--- config.mk ---
export PLATFORM = sky130hd
export DESIGN_NAME = idea_block_cipher_core
export DESIGN_NICKNAME = d
export VERILOG_FILES = /design/src/rtl/core/idea_pkg.sv /design/src/rtl/core/idea_block_cipher_core.sv /design/src/rtl/core/idea_dpath.sv /design/src/rtl/core/idea_ctrl.sv
export SDC_FILE = /design/constraint.sdc
export NUM_CORES = 2
export LEC_CHECK = 0
export BUFFER_PORTS_ARGS = -buffer_cell sky130_fd_sc_hd__buf_2
export CAP_MARGIN = 15
export CORE_MARGIN = 2
export CORE_UTILIZATION = 65
export CTS_CLUSTER_DIAMETER = 150
export DETAILED_ROUTE_END_ITERATION = 7
export GPL_ROUTABILITY_DRIVEN = 1
export PLACE_DENSITY = 0.82
export RECOVER_POWER = 25
export SLEW_MARGIN = 20
export SYNTH_ARGS = -nofsm -noshare
export SYNTH_HDL_FRONTEND = slang
export SYNTH_SLANG_ARGS = --single-unit
--- constraint.sdc ---
create_clock -name clk -period 22.4 [get_ports clk]
set_input_delay 4.48 -clock clk [delete_from_list [all_inputs] [get_ports clk]]
set_output_delay 4.48 -clock clk [all_outputs]
set_load 0.02 [all_outputs]
--- src/rtl/core/idea_pkg.sv ---
`timescale 1ns / 1ps
// ----------------------------------------------------------------------------
// idea_pkg
// Shared types, constants and arithmetic helpers of the block cipher core.
// ----------------------------------------------------------------------------
package idea_pkg;

    localparam int WORD_W      = 16;
    localparam int ADDR_W      = 6;
    localparam int STORE_DEPTH = 52;
    localparam int KEY_W       = 128;
    localparam int CFG_W       = 64;
    localparam int CFG_IDX_W   = 2;
    localparam int BLK_W       = 4 * WORD_W;
    localparam int INV_STEPS   = 15;
    localparam int INV_CNT_W   = 4;
    localparam int ROT_BITS    = 25;

    localparam logic [CFG_IDX_W-1:0] REG_KEY_LOW  = 2'd0;
    localparam logic [CFG_IDX_W-1:0] REG_KEY_HIGH = 2'd1;
    localparam logic [CFG_IDX_W-1:0] REG_MODE     = 2'd2;

    typedef enum logic [3:0] {
        ST_BLD_INIT,
        ST_BLD_WORD,
        ST_INV_SQ,
        ST_INV_MUL,
        ST_INV_WR,
        ST_IDLE,
        ST_RND_A,
        ST_RND_B,
        ST_RND_C,
        ST_OUT_MUL,
        ST_OUT_ADD
    } state_t;

    typedef enum logic [1:0] {
        KOP_COPY,
        KOP_NEG,
        KOP_INV
    } key_op_t;

    typedef enum logic [1:0] {
        WR_COPY,
        WR_NEG,
        WR_ACC
    } wr_sel_t;

    typedef enum logic [2:0] {
        STEP_NONE,
        STEP_MUL,
        STEP_ADD_E,
        STEP_MIX,
        STEP_OUT_MUL
    } step_t;

    typedef struct packed {
        logic              key_load;
        logic              key_rot;
        logic [2:0]        word_sel;
        logic              acc_load;
        logic              acc_sq;
        logic              acc_mul;
        logic              wr_en;
        logic [ADDR_W-1:0] wr_addr;
        wr_sel_t           wr_sel;
        logic [ADDR_W-1:0] rd_addr0;
        logic [ADDR_W-1:0] rd_addr1;
        logic              blk_load;
        step_t             step;
        logic              out_load;
    } cmd_t;

    typedef struct packed {
        logic decrypt;
    } status_t;

    typedef struct packed {
        logic [ADDR_W-1:0] addr;
        key_op_t           op;
    } dest_t;

    // multiplication mod 65537, zero stands for 65536
    function automatic logic [WORD_W-1:0] mul_mod(input logic [WORD_W-1:0] a,
                                                  input logic [WORD_W-1:0] b);
        logic [2*WORD_W-1:0] p;
        logic [WORD_W-1:0]   lo;
        logic [WORD_W-1:0]   hi;
        logic [WORD_W-1:0]   r;
        p  = (2*WORD_W)'(a) * (2*WORD_W)'(b);
        lo = p[WORD_W-1:0];
        hi = p[2*WORD_W-1:WORD_W];
        if (a == '0)
            r = WORD_W'(1) - b;
        else if (b == '0)
            r = WORD_W'(1) - a;
        else
            r = lo - hi + WORD_W'(lo < hi);
        return r;
    endfunction

    // where an expanded key word lands in the store and how it is transformed
    function automatic dest_t key_dest(input logic              decrypt,
                                       input logic [ADDR_W-1:0] e,
                                       input logic [2:0]        o,
                                       input logic [ADDR_W-1:0] pbase);
        dest_t d;
        logic  last;
        last   = (pbase == 6'd6);
        d.addr = e;
        d.op   = KOP_COPY;
        if (decrypt)
        begin
            if (e < 6'd4)
            begin
                d.addr = pbase + {4'd0, e[1:0]};
                d.op   = (e[1:0] == 2'd0 || e[1:0] == 2'd3) ? KOP_INV : KOP_NEG;
            end
            else
            begin
                case (o)
                    3'd0:
                    begin
                        d.addr = pbase - 6'd2;
                        d.op   = KOP_COPY;
                    end
                    3'd1:
                    begin
                        d.addr = pbase - 6'd1;
                        d.op   = KOP_COPY;
                    end
                    3'd2:
                    begin
                        d.addr = pbase - 6'd6;
                        d.op   = KOP_INV;
                    end
                    3'd3:
                    begin
                        // additive pair stays in place only for the last group
                        d.addr = last ? pbase - 6'd5 : pbase - 6'd4;
                        d.op   = KOP_NEG;
                    end
                    3'd4:
                    begin
                        d.addr = last ? pbase - 6'd4 : pbase - 6'd5;
                        d.op   = KOP_NEG;
                    end
                    default:
                    begin
                        d.addr = pbase - 6'd3;
                        d.op   = KOP_INV;
                    end
                endcase
            end
        end
        return d;
    endfunction

endpackage

--- src/rtl/core/idea_block_cipher_core.sv ---
`timescale 1ns / 1ps
// ----------------------------------------------------------------------------
// idea_block_cipher_core
// IDEA block cipher on 64-bit blocks with a 128-bit key, encrypt or decrypt.
// ----------------------------------------------------------------------------
// usage:
// - s_axis carries one 64-bit block per beat, m_axis returns the processed
//   block. cfg_wr_en/cfg_index/cfg_data write key low (0), key high (1) and
//   mode (2, bit 0: 1 decrypt, 0 encrypt).
// - a block runs three steps per round on the mod 65537 multipliers (two
//   subkeys read from the store per step), then two output transform
//   steps; the next block is accepted only once its last step is done.
// - after reset and after every register write the subkey store is rebuilt
//   and s_axis_tready stays low until the rebuild is done; in decrypt mode
//   each inverse is 15 square and multiply steps on the shared multiplier.
// - reset key is all zero in decrypt mode.
// - the result waits in an output register; if the receiver stalls, the
//   next block is taken and runs, and holds at its last step until the
//   register frees.
// ----------------------------------------------------------------------------
module idea_block_cipher_core
#(
    parameter int ROUND_COUNT = 8
)
(
    input  logic                            clk,
    input  logic                            rst_n,
    input  logic                            cfg_wr_en,
    input  logic [idea_pkg::CFG_IDX_W-1:0]  cfg_index,
    input  logic [idea_pkg::CFG_W-1:0]      cfg_data,
    input  logic                            s_axis_tvalid,
    output logic                            s_axis_tready,
    // block_word_0, block_word_1, block_word_2, block_word_3
    input  logic [idea_pkg::BLK_W-1:0]      s_axis_tdata,
    output logic                            m_axis_tvalid,
    input  logic                            m_axis_tready,
    // result_word_0, result_word_1, result_word_2, result_word_3
    output logic [idea_pkg::BLK_W-1:0]      m_axis_tdata
);

    idea_pkg::cmd_t    cmd;
    idea_pkg::status_t status;

    idea_ctrl #(
        .ROUND_COUNT (ROUND_COUNT)
    ) u_ctrl (
        .clk       (clk),
        .rst_n     (rst_n),
        .cfg_wr_en (cfg_wr_en),
        .in_valid  (s_axis_tvalid),
        .in_ready  (s_axis_tready),
        .out_valid (m_axis_tvalid),
        .out_ready (m_axis_tready),
        .status    (status),
        .cmd       (cmd)
    );

    idea_dpath u_dpath (
        .clk       (clk),
        .rst_n     (rst_n),
        .cfg_wr_en (cfg_wr_en),
        .cfg_index (cfg_index),
        .cfg_data  (cfg_data),
        .blk_in    (s_axis_tdata),
        .cmd       (cmd),
        .status    (status),
        .blk_out   (m_axis_tdata)
    );

endmodule

--- src/rtl/core/idea_dpath.sv ---
`timescale 1ns / 1ps
// ----------------------------------------------------------------------------
// idea_dpath
// Config registers, key rotor, modular inverse accumulator, subkey memory
// and the round datapath with two mod 65537 multipliers.
// ----------------------------------------------------------------------------
module idea_dpath
(
    input  logic                            clk,
    input  logic                            rst_n,
    input  logic                            cfg_wr_en,
    input  logic [idea_pkg::CFG_IDX_W-1:0]  cfg_index,
    input  logic [idea_pkg::CFG_W-1:0]      cfg_data,
    input  logic [idea_pkg::BLK_W-1:0]      blk_in,
    input  idea_pkg::cmd_t                  cmd,
    output idea_pkg::status_t               status,
    output logic [idea_pkg::BLK_W-1:0]      blk_out
);

    localparam int W = idea_pkg::WORD_W;

    logic [idea_pkg::CFG_W-1:0] key_low_reg;
    logic [idea_pkg::CFG_W-1:0] key_high_reg;
    logic                       mode_reg;
    logic [idea_pkg::KEY_W-1:0] krot_reg;
    logic [W-1:0]               acc_reg;
    logic [W-1:0]               base_reg;
    logic [W-1:0]               store [idea_pkg::STORE_DEPTH];
    logic [W-1:0]               rd0_reg;
    logic [W-1:0]               rd1_reg;
    logic [W-1:0]               x1_reg, x2_reg, x3_reg, x4_reg;
    logic [W-1:0]               a_reg, c_reg, d_reg, e_reg;
    logic [idea_pkg::BLK_W-1:0] out_reg;

    logic [W-1:0] krot_word;
    logic [W-1:0] wr_data;
    logic [W-1:0] mula_x, mula_y, mula_res;
    logic [W-1:0] mulb_res;
    logic [W-1:0] c_now, b_now, t_now, g_now;

    always_ff @(posedge clk or negedge rst_n)
    begin
        if (!rst_n)
        begin
            key_low_reg  <= '0;
            key_high_reg <= '0;
            mode_reg     <= 1'b1;
        end
        else if (cfg_wr_en)
        begin
            case (cfg_index)
                idea_pkg::REG_KEY_LOW:  key_low_reg  <= cfg_data;
                idea_pkg::REG_KEY_HIGH: key_high_reg <= cfg_data;
                idea_pkg::REG_MODE:     mode_reg     <= cfg_data[0];
                default:                ;
            endcase
        end
    end

    assign status.decrypt = mode_reg;

    // word 0 of the key sits at the top of the rotor
    assign krot_word = krot_reg[{~cmd.word_sel, 4'b0000} +: W];

    always_comb
    begin
        case (cmd.wr_sel)
            idea_pkg::WR_NEG: wr_data = W'(0) - krot_word;
            idea_pkg::WR_ACC: wr_data = acc_reg;
            default:          wr_data = krot_word;
        endcase
    end

    assign c_now = x3_reg + rd0_reg;
    assign b_now = x2_reg + rd0_reg;
    assign t_now = (b_now ^ d_reg) + e_reg;

    always_comb
    begin
        case (cmd.step)
            idea_pkg::STEP_MUL, idea_pkg::STEP_OUT_MUL:
            begin
                mula_x = x1_reg;
                mula_y = rd0_reg;
            end
            idea_pkg::STEP_ADD_E:
            begin
                mula_x = a_reg ^ c_now;
                mula_y = rd1_reg;
            end
            idea_pkg::STEP_MIX:
            begin
                mula_x = t_now;
                mula_y = rd1_reg;
            end
            default:
            begin
                mula_x = acc_reg;
                mula_y = cmd.acc_sq ? acc_reg : base_reg;
            end
        endcase
    end

    assign mula_res = idea_pkg::mul_mod(mula_x, mula_y);
    assign mulb_res = idea_pkg::mul_mod(x4_reg, rd1_reg);
    assign g_now    = e_reg + mula_res;

    always_ff @(posedge clk)
    begin
        if (cmd.key_load)
            krot_reg <= {key_low_reg[15:0],  key_low_reg[31:16],
                         key_low_reg[47:32], key_low_reg[63:48],
                         key_high_reg[15:0], key_high_reg[31:16],
                         key_high_reg[47:32], key_high_reg[63:48]};
        else if (cmd.key_rot)
            krot_reg <= {krot_reg[idea_pkg::KEY_W-idea_pkg::ROT_BITS-1:0],
                         krot_reg[idea_pkg::KEY_W-1:idea_pkg::KEY_W-idea_pkg::ROT_BITS]};

        // inverse by x^65535: square then multiply by the base
        if (cmd.acc_load)
        begin
            acc_reg  <= krot_word;
            base_reg <= krot_word;
        end
        else if (cmd.acc_sq || cmd.acc_mul)
            acc_reg <= mula_res;

        if (cmd.wr_en)
            store[cmd.wr_addr] <= wr_data;
        rd0_reg <= store[cmd.rd_addr0];
        rd1_reg <= store[cmd.rd_addr1];

        if (cmd.blk_load)
        begin
            x1_reg <= blk_in[W-1:0];
            x2_reg <= blk_in[2*W-1:W];
            x3_reg <= blk_in[3*W-1:2*W];
            x4_reg <= blk_in[4*W-1:3*W];
        end
        else if (cmd.step == idea_pkg::STEP_MIX)
        begin
            x1_reg <= a_reg ^ mula_res;
            x2_reg <= c_reg ^ mula_res;
            x3_reg <= b_now ^ g_now;
            x4_reg <= d_reg ^ g_now;
        end

        if (cmd.step == idea_pkg::STEP_MUL || cmd.step == idea_pkg::STEP_OUT_MUL)
        begin
            a_reg <= mula_res;
            d_reg <= mulb_res;
        end
        if (cmd.step == idea_pkg::STEP_ADD_E)
        begin
            c_reg <= c_now;
            e_reg <= mula_res;
        end

        // output transform swaps the middle words
        if (cmd.out_load)
            out_reg <= {d_reg, x2_reg + rd1_reg, x3_reg + rd0_reg, a_reg};
    end

    assign blk_out = out_reg;

endmodule

--- src/rtl/core/idea_ctrl.sv ---
`timescale 1ns / 1ps
// ----------------------------------------------------------------------------
// idea_ctrl
// Sequencer for subkey schedule rebuild and for the round loop of one block.
// ----------------------------------------------------------------------------
module idea_ctrl
#(
    parameter int ROUND_COUNT = 8
)
(
    input  logic              clk,
    input  logic              rst_n,
    input  logic              cfg_wr_en,
    input  logic              in_valid,
    output logic              in_ready,
    output logic              out_valid,
    input  logic              out_ready,
    input  idea_pkg::status_t status,
    output idea_pkg::cmd_t    cmd
);

    localparam int A = idea_pkg::ADDR_W;
    localparam int RND_W = $clog2(ROUND_COUNT + 1);
    localparam logic [A-1:0] SCHED_LEN = A'(6 * ROUND_COUNT + 4);

    idea_pkg::state_t state_reg, state_next;

    logic [A-1:0]                    e_reg;
    logic [2:0]                      o_reg;
    logic [A-1:0]                    pbase_reg;
    logic [idea_pkg::INV_CNT_W-1:0]  inv_cnt_reg;
    logic [RND_W-1:0]                rnd_reg;
    logic [A-1:0]                    kbase_reg;
    logic                            out_valid_reg;

    idea_pkg::dest_t dest;
    logic            advance;
    logic            build_last;
    logic            inv_last;
    logic            rnd_last;
    logic            slot_free;
    logic            accept;
    logic [A-1:0]    kb6;

    assign dest       = idea_pkg::key_dest(status.decrypt, e_reg, o_reg, pbase_reg);
    assign advance    = (state_reg == idea_pkg::ST_BLD_WORD && dest.op != idea_pkg::KOP_INV)
                        || state_reg == idea_pkg::ST_INV_WR;
    assign build_last = (e_reg == SCHED_LEN - A'(1));
    assign inv_last   = (inv_cnt_reg == idea_pkg::INV_CNT_W'(idea_pkg::INV_STEPS - 1));
    assign rnd_last   = (rnd_reg == RND_W'(ROUND_COUNT - 1));
    assign slot_free  = !out_valid_reg || out_ready;
    assign in_ready   = (state_reg == idea_pkg::ST_IDLE);
    assign accept     = in_valid && in_ready;
    assign out_valid  = out_valid_reg;
    assign kb6        = kbase_reg + A'(6);

    always_comb
    begin
        state_next = state_reg;
        case (state_reg)
            idea_pkg::ST_BLD_INIT: state_next = idea_pkg::ST_BLD_WORD;
            idea_pkg::ST_BLD_WORD:
            begin
                if (dest.op == idea_pkg::KOP_INV)
                    state_next = idea_pkg::ST_INV_SQ;
                else if (build_last)
                    state_next = idea_pkg::ST_IDLE;
            end
            idea_pkg::ST_INV_SQ:   state_next = idea_pkg::ST_INV_MUL;
            idea_pkg::ST_INV_MUL:
                state_next = inv_last ? idea_pkg::ST_INV_WR : idea_pkg::ST_INV_SQ;
            idea_pkg::ST_INV_WR:
                state_next = build_last ? idea_pkg::ST_IDLE : idea_pkg::ST_BLD_WORD;
            idea_pkg::ST_IDLE:
            begin
                if (accept)
                    state_next = idea_pkg::ST_RND_A;
            end
            idea_pkg::ST_RND_A:    state_next = idea_pkg::ST_RND_B;
            idea_pkg::ST_RND_B:    state_next = idea_pkg::ST_RND_C;
            idea_pkg::ST_RND_C:
                state_next = rnd_last ? idea_pkg::ST_OUT_MUL : idea_pkg::ST_RND_A;
            idea_pkg::ST_OUT_MUL:  state_next = idea_pkg::ST_OUT_ADD;
            idea_pkg::ST_OUT_ADD:
            begin
                if (slot_free)
                    state_next = idea_pkg::ST_IDLE;
            end
            default:               state_next = idea_pkg::ST_BLD_INIT;
        endcase
        // any register write rebuilds the schedule from scratch
        if (cfg_wr_en)
            state_next = idea_pkg::ST_BLD_INIT;
    end

    always_comb
    begin
        cmd          = '0;
        cmd.word_sel = e_reg[2:0];
        cmd.wr_addr  = dest.addr;
        cmd.wr_sel   = idea_pkg::WR_COPY;
        cmd.step     = idea_pkg::STEP_NONE;
        cmd.key_rot  = advance && (e_reg[2:0] == 3'd7);
        case (state_reg)
            idea_pkg::ST_BLD_INIT: cmd.key_load = 1'b1;
            idea_pkg::ST_BLD_WORD:
            begin
                if (dest.op == idea_pkg::KOP_INV)
                    cmd.acc_load = 1'b1;
                else
                begin
                    cmd.wr_en  = 1'b1;
                    cmd.wr_sel = (dest.op == idea_pkg::KOP_NEG) ? idea_pkg::WR_NEG
                                                                : idea_pkg::WR_COPY;
                end
            end
            idea_pkg::ST_INV_SQ:   cmd.acc_sq = 1'b1;
            idea_pkg::ST_INV_MUL:  cmd.acc_mul = 1'b1;
            idea_pkg::ST_INV_WR:
            begin
                cmd.wr_en  = 1'b1;
                cmd.wr_sel = idea_pkg::WR_ACC;
            end
            idea_pkg::ST_IDLE:
            begin
                cmd.blk_load = accept;
                cmd.rd_addr0 = A'(0);
                cmd.rd_addr1 = A'(3);
            end
            idea_pkg::ST_RND_A:
            begin
                cmd.step     = idea_pkg::STEP_MUL;
                cmd.rd_addr0 = kbase_reg + A'(2);
                cmd.rd_addr1 = kbase_reg + A'(4);
            end
            idea_pkg::ST_RND_B:
            begin
                cmd.step     = idea_pkg::STEP_ADD_E;
                cmd.rd_addr0 = kbase_reg + A'(1);
                cmd.rd_addr1 = kbase_reg + A'(5);
            end
            idea_pkg::ST_RND_C:
            begin
                cmd.step     = idea_pkg::STEP_MIX;
                cmd.rd_addr0 = kb6;
                cmd.rd_addr1 = kb6 + A'(3);
            end
            idea_pkg::ST_OUT_MUL:
            begin
                cmd.step     = idea_pkg::STEP_OUT_MUL;
                cmd.rd_addr0 = kbase_reg + A'(1);
                cmd.rd_addr1 = kbase_reg + A'(2);
            end
            idea_pkg::ST_OUT_ADD:
            begin
                cmd.rd_addr0 = kbase_reg + A'(1);
                cmd.rd_addr1 = kbase_reg + A'(2);
                cmd.out_load = slot_free;
            end
            default:               ;
        endcase
    end

    always_ff @(posedge clk or negedge rst_n)
    begin
        if (!rst_n)
        begin
            state_reg     <= idea_pkg::ST_BLD_INIT;
            e_reg         <= '0;
            o_reg         <= '0;
            pbase_reg     <= '0;
            inv_cnt_reg   <= '0;
            rnd_reg       <= '0;
            kbase_reg     <= '0;
            out_valid_reg <= 1'b0;
        end
        else
        begin
            state_reg <= state_next;

            if (state_reg == idea_pkg::ST_BLD_INIT)
            begin
                e_reg     <= '0;
                o_reg     <= '0;
                pbase_reg <= SCHED_LEN - A'(4);
            end
            else if (advance && !build_last)
            begin
                e_reg <= e_reg + A'(1);
                if (e_reg >= A'(4))
                begin
                    if (o_reg == 3'd5)
                    begin
                        o_reg     <= '0;
                        pbase_reg <= pbase_reg - A'(6);
                    end
                    else
                        o_reg <= o_reg + 3'd1;
                end
            end

            if (state_reg == idea_pkg::ST_BLD_WORD)
                inv_cnt_reg <= '0;
            else if (state_reg == idea_pkg::ST_INV_MUL)
                inv_cnt_reg <= inv_cnt_reg + idea_pkg::INV_CNT_W'(1);

            if (accept)
            begin
                rnd_reg   <= '0;
                kbase_reg <= '0;
            end
            else if (state_reg == idea_pkg::ST_RND_C)
            begin
                kbase_reg <= kb6;
                if (!rnd_last)
                    rnd_reg <= rnd_reg + RND_W'(1);
            end

            if (cmd.out_load)
                out_valid_reg <= 1'b1;
            else if (out_ready)
                out_valid_reg <= 1'b0;
        end
    end

    a_cfg_restart: assert property (@(posedge clk) disable iff (!rst_n)
        cfg_wr_en |=> state_reg == idea_pkg::ST_BLD_INIT)
        else $error("register write did not restart schedule build");

    a_accept_start: assert property (@(posedge clk) disable iff (!rst_n)
        (accept && !cfg_wr_en) |=> state_reg == idea_pkg::ST_RND_A)
        else $error("accepted block did not start round one");

    a_wr_range: assert property (@(posedge clk) disable iff (!rst_n)
        cmd.wr_en |-> cmd.wr_addr < SCHED_LEN)
        else $error("subkey write outside schedule");

    a_out_slot: assert property (@(posedge clk) disable iff (!rst_n)
        cmd.out_load |-> (!out_valid_reg || out_ready))
        else $error("result overwrote a beat not yet taken");

endmodule

After elaboration in Yosys (flattened, before gate mapping)
Memories as Yosys holds them, arrays and structs flattened. A register that Yosys moved wholly into a read port is not among the register bits. Index checks and enable logic that the tools add are counted.

$add $sub $neg: 31. Multiply operators: 2. Magnitude comparators: 4. Eq/ne operators: 36. Shifts and indexed selects: 1. Mux-type cells: 70. Bitwise operators: 7. Reductions and logical operators: 38.

Operators with widths (count): $mux 128 (2); $mux 16 (15); $shiftx 128x8->16 (1); $xor 16x16->16 (6); $add 16x16->16 (5); $sub 1x16->16 const A (5); $logic_not 16->1 (4); $mul 16x16->32 (2); $pmux 16 s2 (2); $mux 6 (10); $pmux 12 s5 (1); $pmux 16 s3 (1); $mux 4 (11); $pmux 4 s11 (1); $pmux 8 s5 (1); $add 16x1->16 (2); $lt 16x16->1 (2); $sub 16x16->16 (2); $eq 4x3->1 const B (5); $add 6x3->6 const B (3); $mux 3 (6); $reduce_bool 2->1 (9); $sub 6x3->6 const B (3); $eq 4x4->1 const B (4); 38 further kinds (86).

Register bits: 515. Memory bits (writable): 832. Input bits: 135. Logic and storage cells: 213. Memories kept: 1.

Memory list: u_dpath.store (depth 52, width 16, read ports 2, clocked after Yosys merged registers in 2, write ports 1, line idea_dpath.sv:28) `logic [W-1:0] store [idea_pkg::STORE_DEPTH];`.

Longest topological paths before layout
Depth in word-level cells: 14. Mapped depth: 78. Gate-level depth less buffers: 77.

By module
Synthesis repeated with hierarchy kept, for this count alone.

Cells, all modules: 6351. Area total of the unflattened synthesis: 87209.9 um2.

Modules (own cells, without submodules): idea_dpath (instances 1, cells an instance 5934, area an instance 84048.1 um2, seq. area each 39424.1 um2); idea_ctrl (instances 1, cells an instance 417, area an instance 3161.8 um2, seq. area each 800.8 um2).

Worst setup path before layout
OpenSTA, ideal clock, no wires.

Path kind: register -> register. From: register u_dpath.rd0_reg[0] (read register of u_dpath.store). To: register u_dpath.x4_reg[14] (data pin). Library setup time: 0.267 ns. Arrival time: 14.858 ns. Path slack: 7.276 ns. Cell stages (with the launch flop): 70. Path buffers: 2. Period minus slack after synthesis: 15.124 ns. Path through: dfxtp_1 ha_1 inv_1 fa_1 nor2b_1 o21ai_0 a21boi_0 o21ai_0 a21boi_0 o21ai_0 a21boi_0 o21ai_0 nand2b_1 xor2_1 xor2_1 ha_1 a21o_1 a31o_2 [34 not listed] nand2b_1 a21oi_1 or3_1 and3b_1 a31oi_1 a21oi_2 ha_1 a21boi_0 o21ai_0 a21oi_1 o21ai_0 a21boi_0 o21a_1 o41ai_1 or4b_2 o311ai_0 xnor2_1 o21ai_0.

Longest elaborated chain between the ends: 13.

RTL lines: start, declared (line idea_dpath.sv:29) `logic [W-1:0] rd0_reg;`; $add 16x16->16 (line idea_dpath.sv:75) `assign b_now = x2_reg + rd0_reg;`; $xor 16x16->16 (line idea_dpath.sv:76) `assign t_now = (b_now ^ d_reg) + e_reg;`; $add 16x16->16 (line idea_dpath.sv:76); $pmux 16 s3 (line idea_dpath.sv:80) `case (cmd.step)`; $mul 16x16->32 (line idea_pkg.sv:90) `p = (2*WORD_W)'(a) * (2*WORD_W)'(b);`; $sub 16x16->16 or $lt 16x16->1 (tied branches) (line idea_pkg.sv:98) `r = lo - hi + WORD_W'(lo < hi);`; $add 16x1->16 (line idea_pkg.sv:98); $mux 16 (line idea_pkg.sv:95) `else if (b == '0)`; $mux 16 (*) (line idea_pkg.sv:93) `if (a == '0)`; via u_dpath.mula_res[4] (line idea_dpath.sv:37) `logic [W-1:0] mula_x, mula_y, mula_res;`; $add 16x16->16 (*) (line idea_dpath.sv:106) `assign g_now = e_reg + mula_res;`; $xor 16x16->16 (*) (line idea_dpath.sv:145) `x4_reg <= d_reg ^ g_now;`; $mux 16 (*) (line idea_dpath.sv:140) `else if (cmd.step == idea_pkg::STEP_MIX)`; $mux 16 (*) (line idea_dpath.sv:133) `if (cmd.blk_load)`; end signal, assigned (line idea_dpath.sv:138) `x4_reg <= blk_in[4*W-1:3*W];`; end signal, assigned (line idea_dpath.sv:145); end, declared (line idea_dpath.sv:31) `logic [W-1:0] x1_reg, x2_reg, x3_reg, x4_reg;`.

Mark *: on every way through the listed nets, which the timed path passes. The rest lies on a longest branch. The select of a mux whose other input is x is not followed. A chain may end at the register's enable or synchronous reset.

Final worst setup path
From: register u_ctrl.state_reg[3]. To: register u_dpath.x3_reg[14] (data pin).

Longest elaborated chain between the ends: 14.

RTL lines: start, declared (line idea_ctrl.sv:26) `idea_pkg::state_t state_reg, state_next;`; start signal, assigned (line idea_ctrl.sv:168) `state_reg <= idea_pkg::ST_BLD_INIT;`; start signal, assigned (line idea_ctrl.sv:179) `state_reg <= state_next;`; $eq 4x4->1 or $eq 4x3->1 (tied branches) (line idea_ctrl.sv:104) `case (state_reg)`; $pmux 3 s4 (line idea_ctrl.sv:104); $eq 3x3->1, or another cell as far along (line idea_dpath.sv:80); $reduce_or 2->1, on equally long branches; $pmux 16 s3 or $pmux 16 s2 (tied branches) (line idea_dpath.sv:80); $mul 16x16->32 (line idea_pkg.sv:90); $sub 16x16->16 or $lt 16x16->1 (tied branches) (line idea_pkg.sv:98); $add 16x1->16 (line idea_pkg.sv:98); $mux 16 (line idea_pkg.sv:95); $mux 16 (*) (line idea_pkg.sv:93); via u_dpath.mula_res[2] (line idea_dpath.sv:37); $add 16x16->16 (*) (line idea_dpath.sv:106); $xor 16x16->16 (*) (line idea_dpath.sv:144) `x3_reg <= b_now ^ g_now;`; $mux 16 (*) (line idea_dpath.sv:140); $mux 16 (*) (line idea_dpath.sv:133); end signal, assigned (line idea_dpath.sv:137) `x3_reg <= blk_in[3*W-1:2*W];`; end signal, assigned (line idea_dpath.sv:144); end, declared (line idea_dpath.sv:31).

Marks and branches as above.

==> results by group <==
Clocking
  • H-tree depth: 4
  • Setup Buffers After CTS: 0
  • Total CTS buffers: 143
  • Clk_lat worst skew: 0.80 ns
  • Clock sinks: 1377
  • Post-cts sizing count: 0
  • Reg clk slew, reported paths: 0.07 ns
  • Hold Buf Count CTS: 0
  • CTS tree: built
  • Clock Path Buffers: 3
  • Clk root buf: clkbuf_16

STA
  • Min Tclk post-route: 19.71 ns
  • Layout Skew: 0.03838 ns
  • Hold Fails Final Rpt: 0
  • Fin Hold WS: 0.5073 ns
  • Max-slew violations: 828
  • Crit share post-route: 0.8799
  • Final setup viols: 0
  • TNS Setup: 0 ns
  • Worst slew margin: -2.270
  • RSZ-0062 raised after global routing: false
  • Least-Margin Pin Slew: just under 5 ns
  • Max Freq: 0.05074 GHz

Drt
  • DRT met1 WL: 100100 um
  • Met3 wire len: 36400 um
  • Met2 wire length: 127200 um
  • DRT Pass-1 Iters: 7
  • Post-DR vias/cell: 6.798
  • WL/cell: 26.65 um
  • Top sig layer: met5
  • Remaining DRCs: 0
  • Post-Route WL: roughly 290000 um
  • DRT iter0 DRCs: 10290
  • Via count: 72820
  • Antenna Nets Post-Route: 0

Yosys
  • Yosys top cell area share: 0.3957
  • Asr flop ratio synth: 0.1169
  • Largest area contributor in the synthesized netlist: edfxtp_1
  • Yosys cell types: between 100 and 150
  • Syn. warnings: 0
  • #FFs+latches synth: about 1400
  • Sequential share of the synthesized area: 0.4477
  • Gate Count Post-Synth: 8867
  • Count leader, synth: nand2_1
  • Number of flops mapped to enable cells by yosys: 1184
  • Top_reg_cell synth: edfxtp_1
  • Mapped Nets: 9794
  • Area contributors post-synth: edfxtp_1 (40%), fa_1 (9.2%), nand2_1 (7.8%), ha_1 (5.3%), a211oi_1 (5.0%)
  • Syn_area_per_cell: a little over 10 um2
  • Synth cell count leaders: nand2_1 (1865), edfxtp_1 (1184), a211oi_1 (603)
  • Post-Syn Area: 89850 um2

Critical path
  • Worst R2R Start: u_ctrl.state_reg[3]
  • Critical R2R Capture: u_dpath.x3_reg[14]
  • Critical path class: flip-flop to flip-flop
  • CP peak stage delay: 2.09 ns
  • Worst Path Max Fanout: 40
  • Crit. End Element: flip-flop
  • Critical Path RT: ~23 ns
  • CP Launch Type: flip-flop
  • Top cell by count, worst path: fa_1
  • Worst Reg2Reg Path Length in Cells: 56
  • Data arrival, critical path: ~20 ns
  • CP max-delay cell: nor4bb_1
  • Flop2flop setup slack: 2.69 ns

Cells and area
  • Fraction of layout cells with a size suffix above 1: 0.09837
  • Area occupied by registers: approximately 40000 um2
  • Area delta synth->final: 8.287%
  • Multi-input combinational cell area: 45470 um2
  • Nets@finish: 9723
  • Fillcell total: 9561
  • Number of flip-flops in the largest register: ~830
  • Cell area after layout: 97300 um2

Global routing
  • Vias in the first global route: 71320
  • GRT Util Overall: 0.4004
  • Largest net degree at the start of global routing: between 150 and 200
  • Overflow after GRT: 0
  • First-pass GRT wire length: 426100 um
  • Initial antenna violation count: 13

Placement
  • Hpwl dp: around 190000 um
  • RePlAce Congestion: 1.003
  • Placed Area: between 90000 and 100000 um2
  • IO buf count: 200

Floorplan
  • Core area: between 100000 and 150000 um2
  • Die area: 141200 um2
  • Top-Level Pins: ~200
  • Initial Util: 0.6543
  • Row count: 136
  • Overall die height: 375.8 um
  • DIE WIDTH: 375.8 um

Hold path
  • Min-Delay Path Class: flip-flop to flip-flop
  • Worst Hold Path Cells: 1
  • Hold_sp: u_dpath.key_high_reg[25]
  • Hold Crit Endpoint: u_dpath.key_high_reg[25]

Job
  • Max Cap Viol: 18

Status
  • Failing checks: capacitance limit, slew limit
  • Status: finished, violations left
critical path: cells and delay by family (launching register included):
family | cells | cell delay (ns)
AND/OR/NAND/NOR | 13 | 6.07
AO/OA/AOI/OAI | 23 | 5.37
adder cells (fa/ha/maj) | 11 | 4.46
buffers and inverters | 6 | 2.12
flip-flops | 1 | 0.79
XOR/XNOR | 3 | 0.56
final cells by class:
cell class | instances | share of cell area
Clock inverter | 70 | 0.007664
Timing Repair Buffer | 374 | 0.02401
Tap cell | 1794 | 0.02307
Clock buffer | 194 | 0.04089
Antenna cell | 4 | 0.0001029
Sequential cell | 1377 | 0.4134
Multi-Input combinational cell | 6292 | 0.4673
Inverter | 608 | 0.02351
worst max-delay path by stage:
stage                          to  depth (start not counted)                start
2_1_floorplan  u_dpath.x4_reg[14]                         69   u_dpath.rd0_reg[0]
3_3_place_gp   u_dpath.x4_reg[14]                         68   u_dpath.rd0_reg[0]
3_5_place_dp   u_dpath.x4_reg[14]                         68   u_dpath.rd0_reg[0]
4_1_cts        u_dpath.x3_reg[14]                         68   u_dpath.rd0_reg[0]
5_1_grt        u_dpath.x4_reg[14]                         56  u_ctrl.state_reg[3]
6_report       u_dpath.x3_reg[14]                         56  u_ctrl.state_reg[3]
cells by family after synthesis:
kind of cell,count (synthesis),share of synthesized area
DFF,1377,0.4477
adders and majority gates,792,0.1446
AOI/OAI and AO/OA,1903,0.1463
xor gates and xnor gates,283,0.02774
buffers and inverters,1198,0.05073
muxes,192,0.02777
and+or+nand+nor,3122,0.1552
per-layer routing:
| metal | track usage | vias to the layer above |
|---|---|---|
| met1 | 0.5150 | 35190 |
| met4 | 0.2561 | 12 |
| met5 | 0 | - |
| met2 | 0.6112 | 5264 |
| li1 | - | 31220 |
| met3 | 0.09699 | 1138 |
cell usage in the layout (no fill, tap or decap), types with 49 or more instances in the layout:
| master | n |
|---|---|
| nand2_1 | 1862 |
| edfxtp_1 | 1184 |
| inv_1 | 602 |
| a211oi_1 | 602 |
| fa_1 | 411 |
| ha_1 | 381 |
| nor2_1 | 343 |
| and2_1 | 334 |
| a21oi_1 | 326 |
| a31oi_1 | 255 |
| nor2b_1 | 221 |
| buf_2 | 199 |
| a311oi_1 | 196 |
| xnor2_1 | 189 |
| o21ai_0 | 189 |
| dfrtp_1 | 159 |
| buf_4 | 154 |
| clkbuf_16 | 150 |
| mux2_2 | 138 |
| xor2_1 | 93 |
| nand3_1 | 71 |
| nor3_1 | 59 |
| clkbuf_1 | 53 |
| a21o_1 | 49 |
per-stage QoR:
stage | util | std cells | worst slack, ns
finish | 0.7085 | 10710 | 2.691
global route | 0.7085 | 10710 | 1.752
CTS | 0.7088 | 10710 | 4.602
detailed placement | 0.6744 | 10440 | 4.621
global placement | 0.6743 | 10440 | 4.858
floorplan | - | 8867 | 7.276
Power is left out: the tool's default activity adds up to more than one toggle a clock period on the data nets, which glitch-free logic cannot reach.
